--- src/sv/qesm_pkg.sv ---
// Shared widths, codes and controller/datapath interface types for the encoder speed meter.
`default_nettype none

package qesm_pkg;

    // Field widths
    localparam int TS_W       = 32;
    localparam int SAMPLE_W   = 16;
    localparam int GAIN_W     = 16;
    localparam int STALE_W    = 4;
    localparam int VALUE_W    = 32;
    localparam int DEN_W      = TS_W + GAIN_W;          // period * gain
    localparam int VOLT_NUM_W = SAMPLE_W + GAIN_W + 6;  // sample * gain * 33

    // Stream packing: tdata = {adc_sample, timestamp_us, other_level, rising, channel}
    localparam int IN_TDATA_W  = 56;
    localparam int IN_CH_BIT   = 0;
    localparam int IN_RISE_BIT = 1;
    localparam int IN_OTH_BIT  = 2;
    localparam int IN_TS_LSB   = 3;
    localparam int IN_ADC_LSB  = IN_TS_LSB + TS_W;
    localparam int OUT_TDATA_W = VALUE_W;

    // Configuration port
    localparam int CFG_IDX_W  = 1;
    localparam int CFG_DATA_W = GAIN_W;
    localparam logic [CFG_IDX_W-1:0] CFG_MODE = 1'b0;
    localparam logic [CFG_IDX_W-1:0] CFG_GAIN = 1'b1;
    localparam logic [GAIN_W-1:0]    GAIN_RESET = 16'd256;

    // Codes
    localparam logic MODE_ANALOG = 1'b0;
    localparam logic MODE_SPEED  = 1'b1;
    localparam logic ACT_EDGE    = 1'b0;
    localparam logic ACT_READ    = 1'b1;
    localparam logic CH_A        = 1'b0;

    // Voltage: floor(x / 655360) = floor(floor(x / 65536) / 10), x = sample * gain * 33.
    // The divide by 10 is a reciprocal multiply, exact while y = x / 65536 is below 2^22.
    localparam int                  VOLT_Y_W   = VOLT_NUM_W - 16;
    localparam logic [VOLT_Y_W-1:0] VOLT_RECIP = 22'd3355444;   // ceil(2^25 / 10)
    localparam int                  VOLT_SHIFT = 25;

    // Parameter defaults
    localparam int DEF_STALE_LIMIT     = 10;
    localparam int DEF_TICK_RATE_HZ    = 1000000;
    localparam int DEF_EDGES_PER_CYCLE = 4;

    // Controller -> datapath
    typedef struct packed {
        logic take;   // item accepted this cycle
        logic mul;    // form the product
        logic load;   // set up the divider
        logic step;   // one divider step
        logic emit;   // move result into the output register
    } t_cmd;

    // Datapath -> controller
    typedef struct packed {
        logic is_read;   // incoming item is a read request
        logic fast;      // read answered without the divider
        logic div_last;  // final divider step
        logic out_free;  // output register can take a result
    } t_status;

endpackage

`default_nettype wire

--- src/sv/qesm_dpath.sv ---
// Datapath: encoder state, config registers, multipliers, restoring divider, output register.
`default_nettype none

module qesm_dpath #(
    parameter int STALE_LIMIT     = qesm_pkg::DEF_STALE_LIMIT,
    parameter int TICK_RATE_HZ    = qesm_pkg::DEF_TICK_RATE_HZ,
    parameter int EDGES_PER_CYCLE = qesm_pkg::DEF_EDGES_PER_CYCLE
) (
    input  wire                                 i_clk,
    input  wire                                 i_rst_n,
    input  wire                                 i_cfg_we,
    input  wire  [qesm_pkg::CFG_IDX_W-1:0]      i_cfg_idx,
    input  wire  [qesm_pkg::CFG_DATA_W-1:0]     i_cfg_data,
    input  wire  [qesm_pkg::IN_TDATA_W-1:0]     i_tdata,
    input  wire                                 i_tuser,
    input  qesm_pkg::t_cmd                      i_cmd,
    output qesm_pkg::t_status                   o_status,
    output logic                                o_tvalid,
    input  wire                                 i_tready,
    output logic [qesm_pkg::OUT_TDATA_W-1:0]    o_tdata,
    output logic                                o_tuser
);
    import qesm_pkg::*;

    localparam logic [63:0] SPD_NUM = 64'(EDGES_PER_CYCLE) * 64'd60 *
                                      64'(TICK_RATE_HZ) * 64'd65536;
    localparam int NUM_W = $clog2(SPD_NUM + 64'd1);
    localparam int DIV_W = (NUM_W > VOLT_NUM_W) ? NUM_W : VOLT_NUM_W;
    localparam int CNT_W = $clog2(DIV_W + 1);

    // Config
    logic                r_mode;
    logic [GAIN_W-1:0]   r_gain;
    // Encoder state
    logic [TS_W-1:0]     r_last;
    logic [TS_W-1:0]     r_period;
    logic                r_dir;
    logic [STALE_W-1:0]  r_stale;
    // Read in flight
    logic [SAMPLE_W-1:0] r_sample;
    logic                r_pos;
    logic                r_fast;
    logic [DIV_W-1:0]    r_fast_mag;
    logic [DEN_W-1:0]    r_prod;
    // Divider
    logic [DIV_W-1:0]    r_quot;
    logic [DEN_W-1:0]    r_rem;
    logic [DEN_W-1:0]    r_den;
    logic [CNT_W-1:0]    r_cnt;
    // Output
    logic                r_out_valid;
    logic [VALUE_W-1:0]  r_out_data;
    logic                r_out_sat;

    // Input unpack
    logic                in_ch, in_rise, in_oth;
    logic [TS_W-1:0]     in_ts;
    logic [SAMPLE_W-1:0] in_adc;
    assign in_ch   = i_tdata[IN_CH_BIT];
    assign in_rise = i_tdata[IN_RISE_BIT];
    assign in_oth  = i_tdata[IN_OTH_BIT];
    assign in_ts   = i_tdata[IN_TS_LSB +: TS_W];
    assign in_adc  = i_tdata[IN_ADC_LSB +: SAMPLE_W];

    // Read classification
    logic spd, stale_ok, per_ok, gain_ok;
    assign spd      = (r_mode == MODE_SPEED);
    assign stale_ok = (r_stale < STALE_W'(STALE_LIMIT));
    assign per_ok   = (r_period != '0) && !r_period[TS_W-1];
    assign gain_ok  = (r_gain != '0);

    // Divider step
    logic [DEN_W:0]       trial;
    logic                 ge;
    logic [DEN_W:0]       diff;
    assign trial = {r_rem, r_quot[DIV_W-1]};
    assign ge    = (trial >= {1'b0, r_den});
    assign diff  = trial - {1'b0, r_den};

    logic [TS_W-1:0]       mul_a;
    logic [VOLT_NUM_W-1:0] volt_num;
    logic [2*VOLT_Y_W-1:0] volt_prod;
    assign mul_a    = spd ? r_period : TS_W'(r_sample);
    assign volt_num = VOLT_NUM_W'({r_prod[TS_W-1:0], 5'b0}) + VOLT_NUM_W'(r_prod[TS_W-1:0]);
    // voltage: quotient register holds x / 65536 here, times ceil(2^25 / 10)
    assign volt_prod = (2*VOLT_Y_W)'(r_quot[VOLT_Y_W-1:0]) * (2*VOLT_Y_W)'(VOLT_RECIP);

    // Signed clip of the magnitude
    logic [DIV_W-1:0]   mag;
    logic [VALUE_W-1:0] n_out_data;
    logic               n_out_sat;
    always_comb begin
        mag = r_fast ? r_fast_mag : r_quot;
        if (r_pos) begin
            n_out_sat  = (mag > DIV_W'(32'h7FFF_FFFF));
            n_out_data = n_out_sat ? 32'h7FFF_FFFF : mag[VALUE_W-1:0];
        end else begin
            n_out_sat  = (mag > DIV_W'(32'h8000_0000));
            n_out_data = n_out_sat ? 32'h8000_0000 : (32'd0 - mag[VALUE_W-1:0]);
        end
    end

    always_comb begin
        o_status.is_read  = (i_tuser == ACT_READ);
        o_status.fast     = spd && !(stale_ok && per_ok && gain_ok);
        o_status.div_last = (r_cnt == CNT_W'(1));
        o_status.out_free = !r_out_valid || i_tready;
    end

    // Control state
    always_ff @(posedge i_clk) begin
        if (!i_rst_n) begin
            r_mode      <= MODE_ANALOG;
            r_gain      <= GAIN_RESET;
            r_last      <= '0;
            r_period    <= '0;
            r_dir       <= 1'b0;
            r_stale     <= '0;
            r_out_valid <= 1'b0;
        end else begin
            if (i_cfg_we) begin
                case (i_cfg_idx)
                    CFG_MODE: r_mode <= i_cfg_data[0];
                    CFG_GAIN: r_gain <= i_cfg_data;
                    default: ;
                endcase
            end
            if (i_cmd.take && i_tuser == ACT_EDGE) begin
                r_dir <= in_oth ^ in_ch ^ in_rise;
                if (in_ch == CH_A && in_rise) begin
                    r_period <= in_ts - r_last;
                    r_last   <= in_ts;
                    r_stale  <= '0;
                end
            end
            if (i_cmd.take && i_tuser == ACT_READ && spd && stale_ok) begin
                r_stale <= r_stale + STALE_W'(1);
            end
            if (i_cmd.emit) begin
                r_out_valid <= 1'b1;
            end else if (i_tready) begin
                r_out_valid <= 1'b0;
            end
        end
    end

    // Payload
    always_ff @(posedge i_clk) begin
        if (i_cmd.take) begin
            r_sample   <= in_adc;
            r_pos      <= spd ? r_dir : 1'b1;
            r_fast     <= spd && !(stale_ok && per_ok && gain_ok);
            // zero gain with a live period clips to the direction's limit
            r_fast_mag <= (spd && stale_ok && per_ok && !gain_ok) ? '1 : '0;
        end
        if (i_cmd.mul) begin
            r_prod <= DEN_W'(mul_a) * DEN_W'(r_gain);
        end
        if (i_cmd.load) begin
            r_quot <= spd ? DIV_W'(SPD_NUM) : DIV_W'(volt_num[VOLT_NUM_W-1:16]);
            r_den  <= r_prod;
            r_rem  <= '0;
            // voltage needs a single reciprocal step
            r_cnt  <= spd ? CNT_W'(DIV_W) : CNT_W'(1);
        end
        if (i_cmd.step) begin
            if (spd) begin
                r_rem  <= ge ? diff[DEN_W-1:0] : trial[DEN_W-1:0];
                r_quot <= {r_quot[DIV_W-2:0], ge};
            end else begin
                r_quot <= DIV_W'(volt_prod[2*VOLT_Y_W-1:VOLT_SHIFT]);
            end
            r_cnt  <= r_cnt - CNT_W'(1);
        end
        if (i_cmd.emit) begin
            r_out_data <= n_out_data;
            r_out_sat  <= n_out_sat;
        end
    end

    assign o_tvalid = r_out_valid;
    assign o_tdata  = r_out_data;
    assign o_tuser  = r_out_sat;

    a_stale_bound: assert property (@(posedge i_clk) disable iff (!i_rst_n)
        r_stale <= STALE_W'(STALE_LIMIT))
        else $error("stale count above limit");

    a_rem_below_den: assert property (@(posedge i_clk) disable iff (!i_rst_n)
        (i_cmd.step && spd) |-> (r_rem < r_den))
        else $error("divider remainder not below divisor");

    a_volt_no_clip: assert property (@(posedge i_clk) disable iff (!i_rst_n)
        (i_cmd.emit && r_mode == MODE_ANALOG) |-> !n_out_sat)
        else $error("voltage result clipped");

endmodule

`default_nettype wire

--- src/sv/qesm_ctrl.sv ---
// Controller: one-hot sequencer for accept, multiply, divide and result hand-off.
`default_nettype none

module qesm_ctrl (
    input  wire                         i_clk,
    input  wire                         i_rst_n,
    input  wire                         i_valid,
    output logic                        o_ready,
    input  qesm_pkg::t_status           i_status,
    output qesm_pkg::t_cmd              o_cmd
);
    import qesm_pkg::*;

    typedef enum logic [4:0] {
        S_IDLE = 5'b00001,
        S_MUL  = 5'b00010,
        S_LOAD = 5'b00100,
        S_DIV  = 5'b01000,
        S_DONE = 5'b10000
    } t_state;

    t_state r_state, n_state;

    assign o_ready = (r_state == S_IDLE);

    always_comb begin
        n_state    = r_state;
        o_cmd      = '0;
        case (r_state)
            S_IDLE: begin
                o_cmd.take = i_valid;
                if (i_valid && i_status.is_read) begin
                    n_state = i_status.fast ? S_DONE : S_MUL;
                end
            end
            S_MUL: begin
                o_cmd.mul = 1'b1;
                n_state   = S_LOAD;
            end
            S_LOAD: begin
                o_cmd.load = 1'b1;
                n_state    = S_DIV;
            end
            S_DIV: begin
                o_cmd.step = 1'b1;
                if (i_status.div_last) begin
                    n_state = S_DONE;
                end
            end
            S_DONE: begin
                if (i_status.out_free) begin
                    o_cmd.emit = 1'b1;
                    n_state    = S_IDLE;
                end
            end
            default: begin
                n_state = S_IDLE;
            end
        endcase
    end

    always_ff @(posedge i_clk) begin
        if (!i_rst_n) begin
            r_state <= S_IDLE;
        end else begin
            r_state <= n_state;
        end
    end

    a_div_path: assert property (@(posedge i_clk) disable iff (!i_rst_n)
        (o_cmd.take && i_status.is_read && !i_status.fast) |=> ##1 (r_state == S_LOAD))
        else $error("divide-path read did not reach divider setup");

    a_hold_result: assert property (@(posedge i_clk) disable iff (!i_rst_n)
        (r_state == S_DONE && !i_status.out_free) |=> (r_state == S_DONE))
        else $error("finished result dropped while output busy");

endmodule

`default_nettype wire

--- src/sv/quadrature_encoder_speed_meter.sv ---
// Top level: quadrature encoder speed meter with analog voltage readout.
// Usage:
//   Input stream (s_axis_*): one item per encoder edge (tuser = 0) or read request
//   (tuser = 1). Edge items update direction and, on channel A rising edges, the
//   period between A rises; they give no result. A read gives one result item.
//   Output stream (m_axis_*): tdata = signed Q23.8 value, tuser = saturated flag.
//   Config port: i_cfg_we/i_cfg_idx/i_cfg_data; index 0 = mode, 1 = gain (Q8.8).
//   Write it only while the block is idle.
// Flow (accept to result valid; the next item can be taken once it is valid):
//   Edge items: one per cycle while the block is idle, no result. Speed reads
//   answered without division (stale, zero or negative period, zero gain) go
//   straight to the result hand-off. Voltage reads: product, shift-add by 33 and
//   a reciprocal multiply for the divide by 10. Other speed reads go through the
//   restoring divider, one quotient bit per cycle, DIV_W = max(bits of
//   EDGES_PER_CYCLE*60*TICK_RATE_HZ*65536, 38). One item is worked on at a time.
// Reset: synchronous, active low; mode = analog, gain = 1.0, encoder state zero.
// Stall: the result sits in an output register; edge items and a new read are
//   still taken, and a finished read waits in place until that register frees.
`default_nettype none

module quadrature_encoder_speed_meter #(
    parameter int STALE_LIMIT     = qesm_pkg::DEF_STALE_LIMIT,
    parameter int TICK_RATE_HZ    = qesm_pkg::DEF_TICK_RATE_HZ,
    parameter int EDGES_PER_CYCLE = qesm_pkg::DEF_EDGES_PER_CYCLE
) (
    input  wire                                 i_clk,
    input  wire                                 i_rst_n,
    input  wire                                 i_cfg_we,
    input  wire  [qesm_pkg::CFG_IDX_W-1:0]      i_cfg_idx,
    input  wire  [qesm_pkg::CFG_DATA_W-1:0]     i_cfg_data,
    input  wire                                 s_axis_tvalid,
    output logic                                s_axis_tready,
    // [0] channel, [1] rising, [2] other_level, [34:3] timestamp_us,
    // [50:35] adc_sample, [55:51] zero
    input  wire  [qesm_pkg::IN_TDATA_W-1:0]     s_axis_tdata,
    // [0] action
    input  wire                                 s_axis_tuser,
    output logic                                m_axis_tvalid,
    input  wire                                 m_axis_tready,
    // [31:0] value
    output logic [qesm_pkg::OUT_TDATA_W-1:0]    m_axis_tdata,
    // [0] saturated
    output logic                                m_axis_tuser
);
    import qesm_pkg::*;

    t_cmd    cmd;
    t_status status;

    qesm_ctrl u_ctrl (
        .i_clk    (i_clk),
        .i_rst_n  (i_rst_n),
        .i_valid  (s_axis_tvalid),
        .o_ready  (s_axis_tready),
        .i_status (status),
        .o_cmd    (cmd)
    );

    qesm_dpath #(
        .STALE_LIMIT     (STALE_LIMIT),
        .TICK_RATE_HZ    (TICK_RATE_HZ),
        .EDGES_PER_CYCLE (EDGES_PER_CYCLE)
    ) u_dpath (
        .i_clk      (i_clk),
        .i_rst_n    (i_rst_n),
        .i_cfg_we   (i_cfg_we),
        .i_cfg_idx  (i_cfg_idx),
        .i_cfg_data (i_cfg_data),
        .i_tdata    (s_axis_tdata),
        .i_tuser    (s_axis_tuser),
        .i_cmd      (cmd),
        .o_status   (status),
        .o_tvalid   (m_axis_tvalid),
        .i_tready   (m_axis_tready),
        .o_tdata    (m_axis_tdata),
        .o_tuser    (m_axis_tuser)
    );

endmodule

`default_nettype wire
--- config.mk ---
export PLATFORM = sky130hd
export DESIGN_NAME = quadrature_encoder_speed_meter
export DESIGN_NICKNAME = d
export VERILOG_FILES = /design/src/sv/qesm_pkg.sv /design/src/sv/qesm_dpath.sv /design/src/sv/qesm_ctrl.sv /design/src/sv/quadrature_encoder_speed_meter.sv
export SDC_FILE = /design/constraint.sdc
export NUM_CORES = 2
export LEC_CHECK = 0
export ABC_AREA = 1
export ABC_CLOCK_PERIOD_IN_PS = 14460
export BUFFER_PORTS_ARGS = -buffer_cell sky130_fd_sc_hd__buf_2
export CORE_AREA = 2 2 285 287
export CTS_CLUSTER_SIZE = 10
export DETAILED_ROUTE_END_ITERATION = 7
export DIE_AREA = 0 0 287 289
export PLACE_DENSITY = 0.76
export SKIP_LAST_GASP = 1
export SYNTH_ARGS = -nofsm -noshare
export SYNTH_HDL_FRONTEND = slang
export SYNTH_SLANG_ARGS = --single-unit
--- constraint.sdc ---
create_clock -name i_clk -period 14.46 [get_ports i_clk]
set_clock_uncertainty 0.2 [all_clocks]
set_input_delay 2.169 -clock i_clk [delete_from_list [all_inputs] [get_ports i_clk]]
set_output_delay 2.169 -clock i_clk [all_outputs]
set_load 0.01 [all_outputs]
== Yosys cells after proc, flatten, opt, wreduce, memory -nomap -nowiden ==
Index checks and enable logic that the tools add are counted.
Word-level totals
  flip-flop bits (word level): 381
  output and inout bits: 35
  word-level logic and storage cells: 108
  input port bits: 79
Cells by class
  eq/ne operators: 9
  add/sub/neg operators: 6
  bitwise logic cells: 5
  muxes and demuxes: 34
  reductions and logical operators: 29
  $lt $le $gt $ge: 4
  multiply operators: 2
Operators by type and width (number)
  $mux W44: 6
  $mux W48: 4
  $mux W32: 4
  $ge A49 B48 Y1: 1
  $mul A32 B16 Y48: 1
  $sub A48 B48 Y48: 1
  $gt A44 B31 Y1 const B: 1
  $gt A44 B32 Y1 const B: 1
  $mul A22 B20 Y42 const B: 1
  $add A37 B32 Y38: 1
  $reduce_bool A32 Y1: 1
  $sub A1 B32 Y32 const A: 1
  $sub A32 B32 Y32: 1
  $pmux W5 S5: 1
  $mux W5: 4
  $mux W6: 3
  $reduce_bool A16 Y1: 1
  $logic_and A1 B1 Y1: 13
  $mux W4: 3
  $mux W1: 9
  $reduce_and A2 Y1: 4
  $reduce_bool A2 Y1: 4
  $eq A6 B1 Y1 const B: 1
  $sub A6 B1 Y6 const B: 1
  14 further kinds: 21

== Depth between registers and ports, before layout ==
  word-level depth: 9
  gate-level depth with buffers: 31
  depth with buffers taken out: 28

== By module ==
Synthesis repeated with hierarchy kept, for this count alone.
Unflattened totals
  cell total of the unflattened synthesis: 6404
  area, all modules: 47449.3 um2
Modules (own cells, without submodules)
  qesm_dpath: area each 47078.9 um2, cells an instance 6350, sequential area each 8648.3 um2, instances 1
  qesm_ctrl: area each 370.4 um2, cells an instance 54, sequential area each 100.1 um2, instances 1

== Least setup slack after synthesis ==
No wires, ideal clock.
  path type: reg-to-reg
  from: register u_dpath.r_mode
  to: register u_dpath.r_prod[32], data pin
  slack: 8.030 ns
  required time: 14.000 ns
  clock period less this slack: 6.430 ns
  path buffers: 4
  data arrival time: 5.970 ns
  library setup time: 0.260 ns
  cell stages (with the launch flop): 28
  cells stage by stage: dfxtp_1 -> clkbuf_1 -> buf_2 -> buf_2 -> nand2_1 -> o21ai_0 -> clkbuf_1 -> nor2_1 -> fa_1 -> inv_1 -> fa_1 -> fa_1 -> fa_1 -> inv_1 -> fa_1 -> inv_1 -> fa_1 -> inv_1 -> ha_1 -> nand2_1 -> nor2_1 -> inv_1 -> o21ai_0 -> nand2_1 -> nand2_1 -> nand3_1 -> nand2_1 -> xor2_1
On the way
  cells in the longest elaborated chain, start to end: 2
RTL lines
  from (decl): RTL line qesm_dpath.sv:32  | logic r_mode;
  from (signal assigned): RTL line qesm_dpath.sv:123  | CFG_MODE: r_mode <= i_cfg_data[0];
  $mux W32: RTL line qesm_dpath.sv:83  | assign mul_a = spd ? r_period : TS_W'(r_sample);
  $mul A32 B16 Y48: RTL line qesm_dpath.sv:157  | r_prod <= DEN_W'(mul_a) * DEN_W'(r_gain);
  to (signal assigned): RTL line qesm_dpath.sv:157
  to (decl): RTL line qesm_dpath.sv:44  | logic [DEN_W-1:0] r_prod;
No other way between the ends.
A chain may end at the register's enable or synchronous reset.

== Final worst setup path ==
  from: register u_dpath.r_mode
  to: register u_dpath.r_prod[42], data pin
Same word-level chain as after synthesis.

==> impl_metrics.env <==
export IMPL_cp_slowest_cell="o21ai_1"
export IMPL_end_kind="flip-flop"
export IMPL_post_route_period_util=0.584
export IMPL_synth_seq_cells=338
export IMPL_final_core_util=0.631
export IMPL_drive_gt1_frac=0.0424
export IMPL_hpwl_um=119000
export IMPL_critPathTopFamily="adder cells"
export IMPL_multi_input_area_um2=32800
export IMPL_critPathKind="reg -> reg"
export IMPL_grt_ovfl_total=0
export IMPL_setup_ws_ns=6.02
export IMPL_clk_path_buf_depth=3
export IMPL_synth_area_leaders="fa_1, edfxtp_1, nand2_1"
export IMPL_path_max_fanout=53
export IMPL_layout_commonest_cell="nand2_1"
export IMPL_powerDensity_nw_per_um2=114
export IMPL_yosys_warnings=0
export IMPL_status="finished, final reports clean"
export IMPL_hold_buffers=0
export IMPL_drv_cap=0
export IMPL_synthArstFlopShare=0
export IMPL_syn_to_final_growth_pct=6.06
export IMPL_start_kind="flip-flop"
export IMPL_hold_path_class="reg -> reg"
export IMPL_slew_headroom=0.153
export IMPL_cp_arrival_ns=8.59
export IMPL_slew_violations=0
export IMPL_root_buffer="clkbuf_16"
export IMPL_clkTransAtPathRegs_ns=0.07
export IMPL_drtIter0Drc=3452
export IMPL_cts_buffers=44
export IMPL_initial_core_util=0.595
export IMPL_ant_nets=0
export IMPL_tritoncts="done"
export IMPL_synth_nets=7485
export IMPL_ys_seq_area_frac=0.184
export IMPL_most_common_layout_cells="nand2_1, inv_1, nor2_1"
export IMPL_ir_worst_vdd_uv=107
export IMPL_worstPathRequired_ns=14.61
export IMPL_grt_pass1_vias=41563
export IMPL_floorplan_die_area_um2=82900
export IMPL_fin_cells=7531
export IMPL_post_cts_repair_setup_buffers=0
export IMPL_htreeDepth=2
export IMPL_fillers=7355
export IMPL_fmax_ghz=0.118
export IMPL_cts_resized=0
export IMPL_io_pins=114
export IMPL_place_congestion=1.01
export IMPL_grt_max_degree=86
export IMPL_rows=104
export IMPL_ys_flop_type="edfxtp_1"
export IMPL_antenna_found_initial=3
export IMPL_yosysTopAreaCell="fa_1"
export IMPL_synthDistinctLibCells=47
export IMPL_nets=7528
export IMPL_tns_ns=0
export IMPL_grt_setup_unrepaired="false"
export IMPL_tightest_slew_ns=1.26
export IMPL_num_vias=41910
export IMPL_clock_sinks=338
export IMPL_syn_area_um2=47600
export IMPL_viasPerCell=5.56
export IMPL_seq_area_um2=8750
export IMPL_cpPeakStageDelay_ns=1.06
export IMPL_io_buffers=108
export IMPL_grt_pass1_wl_um=231000
export IMPL_path_buf_inv=6
export IMPL_wl_um=147000
export IMPL_wl_per_cell_um=19.5
export IMPL_leakagePower_nw=25.5
export IMPL_die_h_um=289
export IMPL_core_area_um2=79900
export IMPL_timing_final_hold_violations=0
export IMPL_period_minus_slack_ns=8.44
export IMPL_drc=0
export IMPL_die_w_um=287
export IMPL_setup_viol=0
export IMPL_synth_edff_count=198
export IMPL_syn_mean_instance_area_um2=7.44
export IMPL_dp_cells=7448
export IMPL_syn_inst=6391
export IMPL_track_usage=0.361
export IMPL_cp_cell_sequence="buf_4, o21ai_1, clkinv_1, nand2_1, fa_1, fa_1, fa_1, inv_1, fa_1, fa_1, inv_1, fa_1, inv_1, ha_1, nand2_1, nor2_1, inv_1, nor4_1, nand3_1, nand3_1, xor2_1"
export IMPL_drtPass1Iterations=8
export IMPL_insertion_delay_ns=0.63
export IMPL_dp_slack_ns=6.34
export IMPL_synth_top_area_share=0.243
export IMPL_crit_top_cell="fa_1"
==> report_power, final <==
| group | switching, mW | internal (mW) |
|---|---|---|
| clock network | 0.459 | 0.622 |
| registers | 0.0601 | 1.16 |
| logic | 2.29 | 1.15 |
| total | 2.81 | 2.93 |
==> worst register-to-register path: cells and delay by family (launching register included) <==
family | cells | cell delay [ns]
adders and majority gates | 7 | 3.47
and+or+nand+nor | 6 | 1.41
buffers and inverters | 6 | 1.28
AOI/OAI and AO/OA | 1 | 1.07
xor gates and xnor gates | 1 | 0.43
DFF | 1 | 0.30
==> per-stage QoR <==
step                cell area [µm²]  total power, mW  hold WS (ns)
global placement              49100             4.58         0.203
CTS                           50400             5.72         0.219
floorplan                     47600             3.61         0.200
global route                  50400             6.22         0.225
detailed placement            49100             4.61         0.207
finish                        50400             5.74         0.214
==> flip-flops by register name, summed over array words and instances (netlist names), 4 cells and up <==
register	count
u_ctrl.r_state	5
u_dpath.o_tdata	32
u_dpath.r_cnt	6
u_dpath.r_den	48
u_dpath.r_gain	16
u_dpath.r_last	32
u_dpath.r_period	32
u_dpath.r_prod	48
u_dpath.r_quot	44
u_dpath.r_rem	48
u_dpath.r_sample	16
u_dpath.r_stale	4
==> kinds of logic after synthesis <==
logic type,synth area share
and+or+nand+nor,0.233
xor gates and xnor gates,0.0204
DFF,0.184
buffers and inverters,0.128
adders and majority gates,0.358
AOI/OAI and AO/OA,0.0768
==> metal layers <==
metal	share of wire	GRT usage
met1	0.40	0.472
met2	0.46	0.594
met3	0.088	0.0628
met4	0.048	0.157
met5	0.000082	0
==> synth_stat cells (6+ instances only) <==
library cell  instances
a21boi_0             11
a21o_1               17
a21oi_1             292
a21oi_2              10
a31oi_1              11
and2_1                6
buf_1                 7
buf_2                18
buf_4                13
buf_6                 6
clkbuf_1            106
clkinv_1             26
dfxtp_1             140
edfxtp_1            198
fa_1                577
ha_1                438
inv_1              1406
nand2_1            1471
nand2_2              10
nand3_1             332
nand3b_1             23
nand4_1              98
nor2_1              636
nor2_2               11
nor3_1               53
nor4_1                8
o211ai_1             12
o21a_1               22
o21ai_0             226
o21ai_1              28
o21bai_1             28
or2_2                14
xnor2_1              47
xor2_1               64
==> area by class of cell <==
| class | count | area share |
|---|---|---|
| Antenna cell | 2 | 0.0000992 |
| Clock buffer | 69 | 0.0243 |
| Clock inverter | 12 | 0.00295 |
| Inverter | 1436 | 0.107 |
| Multi-Input combinational cell | 4467 | 0.649 |
| Sequential cell | 338 | 0.173 |
| Tap cell | 1060 | 0.0263 |
| Timing Repair Buffer | 147 | 0.0165 |
==> path summary, 6_finish.rpt <==
check,cells after the start,slack (ns),to,startpoint
worst max-delay path,21,6.02,u_dpath.r_prod[42],u_dpath.r_mode
worst min-delay path,0,0.21,u_dpath.r_den[39],u_dpath.r_prod[39]
worst max register to register,21,6.02,u_dpath.r_prod[42],u_dpath.r_mode
worst min register to register,0,0.21,u_dpath.r_den[39],u_dpath.r_prod[39]
(Power assumes the default switching activity.)
